File: src/hdl/s1bsh_pkg.sv
`timescale 1ns / 1ps
`default_nettype none
package s1bsh_pkg;

   // request kinds
   localparam logic KIND_DATA   = 1'b0;
   localparam logic KIND_FINISH = 1'b1;

   // digest and block geometry
   localparam logic [4:0] DIGEST_LEN = 5'd20;
   localparam logic [5:0] LEN_POS    = 6'd56;
   localparam logic [5:0] LAST_POS   = 6'd63;
   localparam logic [7:0] PAD_BYTE   = 8'h80;
   localparam logic [6:0] LAST_ROUND = 7'd79;

   // initial vector
   localparam logic [31:0] IV_A = 32'h67452301;
   localparam logic [31:0] IV_B = 32'hEFCDAB89;
   localparam logic [31:0] IV_C = 32'h98BADCFE;
   localparam logic [31:0] IV_D = 32'h10325476;
   localparam logic [31:0] IV_E = 32'hC3D2E1F0;

   // round constants, one per twenty rounds
   localparam logic [31:0] K_0 = 32'h5A827999;
   localparam logic [31:0] K_1 = 32'h6ED9EBA1;
   localparam logic [31:0] K_2 = 32'h8F1BBCDC;
   localparam logic [31:0] K_3 = 32'hCA62C1D6;

   typedef struct packed {
      logic       kind;
      logic [7:0] data_byte;
   } req_type;

   typedef struct packed {
      logic [7:0] digest_byte;
      logic [4:0] byte_position;
      logic       last_byte;
   } rsp_type;

   // working variables of the compression
   typedef struct packed {
      logic [31:0] a;
      logic [31:0] b;
      logic [31:0] c;
      logic [31:0] d;
      logic [31:0] e;
   } abcde_type;

endpackage
`default_nettype wire

File: src/hdl/s1bsh_round.sv
`timescale 1ns / 1ps
`default_nettype none
module s1bsh_round (
   input  s1bsh_pkg::abcde_type cur,
   input  logic [6:0]           rnd,
   input  logic [31:0]          w0,
   input  logic [31:0]          w2,
   input  logic [31:0]          w8,
   input  logic [31:0]          w13,
   output s1bsh_pkg::abcde_type nxt,
   output logic [31:0]          w_new
);

   logic [31:0] f_val;
   logic [31:0] k_val;
   logic [31:0] t_val;
   logic [31:0] mix;

   // pick round function and constant by phase
   always_comb begin
      if (rnd < 7'd20) begin
         f_val = (cur.b & cur.c) | (~cur.b & cur.d);
         k_val = s1bsh_pkg::K_0;
      end else if (rnd < 7'd40) begin
         f_val = cur.b ^ cur.c ^ cur.d;
         k_val = s1bsh_pkg::K_1;
      end else if (rnd < 7'd60) begin
         f_val = (cur.b & cur.c) | (cur.b & cur.d) | (cur.c & cur.d);
         k_val = s1bsh_pkg::K_2;
      end else begin
         f_val = cur.b ^ cur.c ^ cur.d;
         k_val = s1bsh_pkg::K_3;
      end
   end

   // one SHA-1 round
   assign t_val = {cur.a[26:0], cur.a[31:27]} + f_val + cur.e + w0 + k_val;

   always_comb begin
      nxt.a = t_val;
      nxt.b = cur.a;
      nxt.c = {cur.b[1:0], cur.b[31:2]};
      nxt.d = cur.c;
      nxt.e = cur.d;
   end

   // extend the message schedule by one word
   assign mix   = w13 ^ w8 ^ w2 ^ w0;
   assign w_new = {mix[30:0], mix[31]};

endmodule
`default_nettype wire

File: src/hdl/sha1_byte_stream_hasher_core.sv
`timescale 1ns / 1ps
`default_nettype none
// Channel | Dir | Handshake          | Payload
// req     | in  | req_valid/req_stall | s1bsh_pkg::req_type (kind, data_byte)
// rsp     | out | rsp_valid/rsp_stall | s1bsh_pkg::rsp_type (digest_byte, position, last)
// csr     | in  | csr_wr_en           | csr_wr_data: digest byte count
//
// A data request writes its byte into the block; the 64th byte of a block starts
// a compression (80 rounds through one shared round unit, then the chaining add).
// A finish request writes padding one byte per cycle up to the block end,
// runs one or two compressions, then emits one digest byte per cycle while rsp_stall allows.
// Reset is synchronous and restores the initial vector and a count of 20.
// req_stall is high while a block is compressed, padded or emitted;
// rsp_stall holds the output register and pauses emission, but does not block requests once idle.
module sha1_byte_stream_hasher_core (
   input  logic                 clock,
   input  logic                 reset,
   input  logic                 req_valid,
   output logic                 req_stall,
   input  s1bsh_pkg::req_type   req_data,
   output logic                 rsp_valid,
   input  logic                 rsp_stall,
   output s1bsh_pkg::rsp_type   rsp_data,
   input  logic                 csr_wr_en,
   input  logic [4:0]           csr_wr_data
);

   localparam logic [2:0] ST_IDLE  = 3'd0;
   localparam logic [2:0] ST_PAD   = 3'd1;
   localparam logic [2:0] ST_ROUND = 3'd2;
   localparam logic [2:0] ST_FINAL = 3'd3;
   localparam logic [2:0] ST_OUT   = 3'd4;

   logic [2:0]  state_ff, state_in;
   logic [5:0]  fill_ff, fill_in;
   logic [63:0] bitlen_ff, bitlen_in;
   logic [6:0]  rnd_ff, rnd_in;
   logic [4:0]  pos_ff, pos_in;
   logic [4:0]  dlen_ff;
   logic        mark_ff, mark_in;
   logic        extra_ff, extra_in;
   logic        lastblk_ff, lastblk_in;
   logic        fin_ff, fin_in;
   logic        rsp_valid_ff, rsp_valid_in;
   s1bsh_pkg::rsp_type   rsp_data_ff;
   s1bsh_pkg::abcde_type abcde_ff;
   s1bsh_pkg::abcde_type abcde_nxt;
   logic [31:0] chain_ff [5];
   logic [31:0] win_ff [16];
   logic [31:0] w_new;

   logic        wr_en;
   logic [7:0]  wr_val;
   logic        start_cmp;
   logic        chain_add;
   logic        chain_clr;
   logic        rsp_load;
   logic [4:0]  n_bytes;
   logic [7:0]  len_byte;
   logic [31:0] chain_word;

   // saturate digest length
   assign n_bytes = (dlen_ff > s1bsh_pkg::DIGEST_LEN) ? s1bsh_pkg::DIGEST_LEN : dlen_ff;

   // big-endian length byte for positions 56..63
   assign len_byte = bitlen_ff[{~fill_ff[2:0], 3'b000} +: 8];

   // digest byte source word
   assign chain_word = chain_ff[pos_ff[4:2]];

   s1bsh_round u_round (
      .cur   (abcde_ff),
      .rnd   (rnd_ff),
      .w0    (win_ff[0]),
      .w2    (win_ff[2]),
      .w8    (win_ff[8]),
      .w13   (win_ff[13]),
      .nxt   (abcde_nxt),
      .w_new (w_new)
   );

   // sequencer
   always_comb begin
      state_in     = state_ff;
      fill_in      = fill_ff;
      bitlen_in    = bitlen_ff;
      rnd_in       = rnd_ff;
      pos_in       = pos_ff;
      mark_in      = mark_ff;
      extra_in     = extra_ff;
      lastblk_in   = lastblk_ff;
      fin_in       = fin_ff;
      rsp_valid_in = rsp_valid_ff && rsp_stall;
      wr_en        = 1'b0;
      wr_val       = 8'h00;
      start_cmp    = 1'b0;
      chain_add    = 1'b0;
      chain_clr    = 1'b0;
      rsp_load     = 1'b0;
      unique case (state_ff)
         ST_IDLE: begin
            if (req_valid) begin
               if (req_data.kind == s1bsh_pkg::KIND_DATA) begin
                  wr_en     = 1'b1;
                  wr_val    = req_data.data_byte;
                  fill_in   = fill_ff + 6'd1;
                  bitlen_in = bitlen_ff + 64'd8;
                  if (fill_ff == s1bsh_pkg::LAST_POS) begin
                     start_cmp = 1'b1;
                  end
               end else begin
                  state_in = ST_PAD;
                  mark_in  = 1'b1;
                  extra_in = 1'b0;
                  fin_in   = 1'b1;
               end
            end
         end
         ST_PAD: begin
            wr_en   = 1'b1;
            fill_in = fill_ff + 6'd1;
            if (mark_ff) begin
               wr_val   = s1bsh_pkg::PAD_BYTE;
               mark_in  = 1'b0;
               extra_in = (fill_ff >= s1bsh_pkg::LEN_POS) && (fill_ff != s1bsh_pkg::LAST_POS);
               if (fill_ff == s1bsh_pkg::LAST_POS) begin
                  start_cmp = 1'b1;
               end
            end else if (extra_ff) begin
               wr_val = 8'h00;
               if (fill_ff == s1bsh_pkg::LAST_POS) begin
                  start_cmp = 1'b1;
                  extra_in  = 1'b0;
               end
            end else begin
               wr_val = (fill_ff >= s1bsh_pkg::LEN_POS) ? len_byte : 8'h00;
               if (fill_ff == s1bsh_pkg::LAST_POS) begin
                  start_cmp  = 1'b1;
                  lastblk_in = 1'b1;
               end
            end
         end
         ST_ROUND: begin
            rnd_in = rnd_ff + 7'd1;
            if (rnd_ff == s1bsh_pkg::LAST_ROUND) begin
               state_in = ST_FINAL;
            end
         end
         ST_FINAL: begin
            if (lastblk_ff) begin
               lastblk_in = 1'b0;
               if (n_bytes == 5'd0) begin
                  chain_clr = 1'b1;
                  bitlen_in = 64'd0;
                  fin_in    = 1'b0;
                  state_in  = ST_IDLE;
               end else begin
                  chain_add = 1'b1;
                  pos_in    = 5'd0;
                  state_in  = ST_OUT;
               end
            end else begin
               chain_add = 1'b1;
               state_in  = fin_ff ? ST_PAD : ST_IDLE;
            end
         end
         ST_OUT: begin
            if (!rsp_valid_ff || !rsp_stall) begin
               rsp_load     = 1'b1;
               rsp_valid_in = 1'b1;
               pos_in       = pos_ff + 5'd1;
               if (pos_ff == n_bytes - 5'd1) begin
                  chain_clr = 1'b1;
                  bitlen_in = 64'd0;
                  fin_in    = 1'b0;
                  state_in  = ST_IDLE;
               end
            end
         end
         default: begin
            state_in = ST_IDLE;
         end
      endcase
      // enter compression
      if (start_cmp) begin
         state_in = ST_ROUND;
         rnd_in   = 7'd0;
      end
   end

   // hold control state
   always_ff @(posedge clock) begin
      if (reset) begin
         state_ff     <= ST_IDLE;
         fill_ff      <= 6'd0;
         bitlen_ff    <= 64'd0;
         rnd_ff       <= 7'd0;
         pos_ff       <= 5'd0;
         mark_ff      <= 1'b0;
         extra_ff     <= 1'b0;
         lastblk_ff   <= 1'b0;
         fin_ff       <= 1'b0;
         rsp_valid_ff <= 1'b0;
         dlen_ff      <= s1bsh_pkg::DIGEST_LEN;
      end else begin
         state_ff     <= state_in;
         fill_ff      <= fill_in;
         bitlen_ff    <= bitlen_in;
         rnd_ff       <= rnd_in;
         pos_ff       <= pos_in;
         mark_ff      <= mark_in;
         extra_ff     <= extra_in;
         lastblk_ff   <= lastblk_in;
         fin_ff       <= fin_in;
         rsp_valid_ff <= rsp_valid_in;
         if (csr_wr_en) begin
            dlen_ff <= csr_wr_data;
         end
      end
   end

   // write bytes into the block, or slide the schedule window
   always_ff @(posedge clock) begin
      if (state_ff == ST_ROUND) begin
         for (int i = 0; i < 15; i++) begin
            win_ff[i] <= win_ff[i + 1];
         end
         win_ff[15] <= w_new;
      end else if (wr_en) begin
         win_ff[fill_ff[5:2]][{~fill_ff[1:0], 3'b000} +: 8] <= wr_val;
      end
   end

   // load or advance working variables
   always_ff @(posedge clock) begin
      if (start_cmp) begin
         abcde_ff.a <= chain_ff[0];
         abcde_ff.b <= chain_ff[1];
         abcde_ff.c <= chain_ff[2];
         abcde_ff.d <= chain_ff[3];
         abcde_ff.e <= chain_ff[4];
      end else if (state_ff == ST_ROUND) begin
         abcde_ff <= abcde_nxt;
      end
   end

   // chaining words: add block result, or return to the initial vector
   always_ff @(posedge clock) begin
      if (reset || chain_clr) begin
         chain_ff[0] <= s1bsh_pkg::IV_A;
         chain_ff[1] <= s1bsh_pkg::IV_B;
         chain_ff[2] <= s1bsh_pkg::IV_C;
         chain_ff[3] <= s1bsh_pkg::IV_D;
         chain_ff[4] <= s1bsh_pkg::IV_E;
      end else if (chain_add) begin
         chain_ff[0] <= chain_ff[0] + abcde_ff.a;
         chain_ff[1] <= chain_ff[1] + abcde_ff.b;
         chain_ff[2] <= chain_ff[2] + abcde_ff.c;
         chain_ff[3] <= chain_ff[3] + abcde_ff.d;
         chain_ff[4] <= chain_ff[4] + abcde_ff.e;
      end
   end

   // output register
   always_ff @(posedge clock) begin
      if (rsp_load) begin
         rsp_data_ff.digest_byte   <= chain_word[{~pos_ff[1:0], 3'b000} +: 8];
         rsp_data_ff.byte_position <= pos_ff;
         rsp_data_ff.last_byte     <= (pos_ff == n_bytes - 5'd1);
      end
   end

   assign req_stall = (state_ff != ST_IDLE);
   assign rsp_valid = rsp_valid_ff;
   assign rsp_data  = rsp_data_ff;

endmodule
`default_nettype wire
File: config.mk
export PLATFORM = sky130hd
export DESIGN_NAME = sha1_byte_stream_hasher_core
export DESIGN_NICKNAME = d
export VERILOG_FILES = /design/src/hdl/s1bsh_pkg.sv /design/src/hdl/s1bsh_round.sv /design/src/hdl/sha1_byte_stream_hasher_core.sv
export SDC_FILE = /design/constraint.sdc
export NUM_CORES = 2
export LEC_CHECK = 0
export ABC_AREA = 1
export BUFFER_PORTS_ARGS = -buffer_cell sky130_fd_sc_hd__buf_2
export CAP_MARGIN = 20
export CORE_MARGIN = 10
export CORE_UTILIZATION = 45
export DETAILED_ROUTE_END_ITERATION = 8
export PLACE_DENSITY_LB_ADDON = 0.2
export SLEW_MARGIN = 10
export SYNTH_ARGS = -nofsm -noshare
export SYNTH_HDL_FRONTEND = slang
export SYNTH_SLANG_ARGS = --single-unit
File: constraint.sdc
create_clock -name clock -period 10.1 [get_ports clock]
set_input_delay 1.01 -clock clock [delete_from_list [all_inputs] [get_ports clock]]
set_output_delay 1.01 -clock clock [all_outputs]
set_load 0.05 [all_outputs]
==> out/metrics.csv <==
metric,value,unit
status,finished with violations,
failed_checks,slew limit,
fin_crit,5.59,ns
async_flop_share,0,%
relSlewSlack,-2.89,%
path_delay_family,simple AND/OR/NAND/NOR gates,
die_h,385,µm
fin_crit_sh,55.4,%
h-tree-depth,3,
crit_path_max_incr_delay,0.68,ns
crit_top_cell,nand2_1,
drv_slew,100,
synth_seq_cells,941,
critPathMaxFanout,27,
synth_nets,7603,
synth_top_area_share,42.4,%
r2r_start,rnd_ff[4],
synth-edff-count,846,
rr_worst_depth,22,
drt-vias-per-instance,5.63,
cts_num_sinks,941,
routed-via-count,50900,
synthFlopType,edfxtp_1,
post_dp_cell_area,61400,µm²
worst-path-buf-inv,5,
drive_above_1_share,4.70,%
final_nets,7536,
comb_power_share,8.3,%
path_class,reg -> reg,
switching_share,25.9,%
synth_area_per_cell,8.26,µm²
final.fill_count,13000,
grt_max_degree,230,
antenna_found_initial,0,
grt_usage,28.1,%
cts_resized,0,
first_pass_iters,7,
dpl.hpwl,161,mm
synth-seq-area-share,45.6,%
start_kind,register,
yosys.area.top_type,edfxtp_1,
globalplace.congestion,1.06,
setup_violations,0,
p_clk_share,43.9,%
power.internal,6660,µW
leakage,0.0266,µW
worst_pin_slew,1.54,ns
crit_slowest_cell,a221oi_1,
worst_slack,4.51,ns
maxCapViolCount,0,
whs_path_depth,3,
antenna_left,0,
fp.coreArea,132000,µm²
cp-end-kind,register,
syn_area,59900,µm²
fin_cells,9037,
ir_worst_vdd,0.148,mV
rrSetupSlack,4.51,ns
route.detailed.drc,0,
cts_tree,yes,
drtIter0Drc,5675,
grt_overflow,0,
io_buffers,34,
post-cts-setup-buffers,0,
num_rows,133,
wl_per_cell,23.5,µm
power.density,138,nW/µm²
rsz0062_at_grt,false,
pre_cts_ws,4.58,ns
clock_skew,0.0918,ns
hold_class,in -> reg,
syn_inst,7256,
path_clk_slew,0.07,ns
clockRootBuffer,clkbuf_16,
drt-total-wl,212,mm
ctsHoldBuffers,0,
die_x,385,µm
placed_cells,8834,
area_growth,8.47,%
reg2reg_to,abcde_ff[159],
yosysMostFrequentCell,nand2_1,
crit_chain,"o21ai_0, nor2_2, buf_4, inv_2, nand2_2, inv_2, a221oi_1, fa_1, inv_1, ha_1, inv_1, fa_1, o21ai_0, nand2_1, nand2_1, nand2_1, nand2_1, nand2_1, nand2_1, nand3_1, nand3_1, nand2_1",
worstHoldStart,csr_wr_data[4],
hold_viol_final,0,
die-area,148000,µm²
insertion_delay,0.79,ns
worstHoldEndpoint,dlen_ff[4],
fin_hold_ws,0.457,ns
required,10.62,ns
switching_power,2330,µW
final_area,65000,µm²
io_pins,35,
ys_top_cells_by_count,"nand2_1 (2,060), edfxtp_1 (846), inv_1 (808)",
yosysWarnings,0,
grt_pass1_vias,47900,
synth_cell_types,54,
p_seq_share,47.8,%
fmax,0.179,GHz
ctsLongestPathBuffers,3,
fin_setup_tns,0,ns
cts_made_buffers,106,
start_util,45.4,%
grt_pass1_wl,313,mm
arrival,6.11,ns
synthTopCellsByArea,"edfxtp_1 (42%), nand2_1 (13%), inv_1 (5.1%)",
## sequential cells by signal (all words and copies together), names as in the netlist, named ones only
signal,count
fill_ff,6
lastblk_ff,1
win_ff,512
rsp_valid,1
abcde_ff,160
rnd_ff,7
bitlen_ff,61
dlen_ff,5
pos_ff,5
state_ff,3
chain_ff,160
rsp_data,14
fin_ff,1
mark_ff,1
extra_ff,1
## power by group through the flow
stage | Sequential (µW) | Clock, µW | Combinational (µW)
4_1_cts | 4290 | 3990 | 732
3_3_place_gp | 4370 | 0 | 729
6_report | 4290 | 3950 | 748
2_1_floorplan | 4340 | 0 | 519
5_1_grt | 4290 | 4130 | 829
3_5_place_dp | 4370 | 0 | 728
## cell type report
| class | instances | area (µm²) | share of cell area, % |
|---|---|---|---|
| flip-flops and latches | 941 | 27300 | 42.0 |
| clock inverters | 63 | 603 | 0.928 |
| repair buffers | 73 | 490 | 0.755 |
| inverters | 822 | 3090 | 4.75 |
| diodes | 1 | 2.50 | 0.00385 |
| well taps | 1755 | 2200 | 3.38 |
| clock buffers | 137 | 2910 | 4.48 |
| multi-input cells | 5245 | 28400 | 43.7 |
## how the worst max path moves through the flow
| stage | startpoint | end | slack, ns | cells past startpoint |
|---|---|---|---|---|
| finish | rnd_ff[4] | abcde_ff[159] | 4.51 | 22 |
| global route | rnd_ff[4] | abcde_ff[159] | 4.19 | 22 |
| CTS | rnd_ff[4] | abcde_ff[159] | 4.60 | 22 |
| detailed placement | rnd_ff[4] | abcde_ff[159] | 4.58 | 22 |
| global placement | rnd_ff[4] | abcde_ff[159] | 4.68 | 23 |
| floorplan | rsp_stall | chain_ff[0][0] | 3.24 | 5 |
## cell usage in the layout (no fill, tap or decap), types with 47 or more instances in the layout
cell type / instances
a21oi_1: 323
clkbuf_16: 108
dfxtp_1: 94
edfxtp_1: 846
fa_1: 117
ha_1: 211
inv_1: 807
nand2_1: 2058
nand3_1: 270
nand4_1: 76
nor2_1: 740
nor3_1: 47
o21ai_0: 558
o21ai_1: 100
o21bai_1: 172
xnor2_1: 100
xor2_1: 131
## worst reg2reg max path: cells and delay by family (launching register included)
kind            cells  cell delay (ns)
compound gates      3             1.37
simple gates       11             1.42
flops               1             0.45
buf+inv             5             1.02
fa+ha+maj           3             1.12
## per-stage QoR
| stage | utilization (%) | total power, µW |
|---|---|---|
| after floorplan | - | 4860 |
| after global placement | 46.6 | 5100 |
| after detailed placement | 46.6 | 5100 |
| after CTS | 49.3 | 9010 |
| after global routing | 49.3 | 9250 |
| final | 49.3 | 8990 |
## cell families after synthesis
kind of cell / synth area share, %
flops: 45.6
simple gates: 22.5
fa+ha+maj: 8.32
compound gates: 13.1
xor+xnor: 3.38
buf+inv: 7.14
## per-layer routing
metal / vias up / global-route usage (%) / wire length (µm)
li1: 24000 / - / -
met1: 24300 / 36.7 / 87000
met2: 2139 / 43.8 / 94300
met3: 494 / 4.13 / 15500
met4: 0 / 17.6 / 15700
met5: - / 0 / 0
No activity file was read; power rests on OpenSTA's default activity.
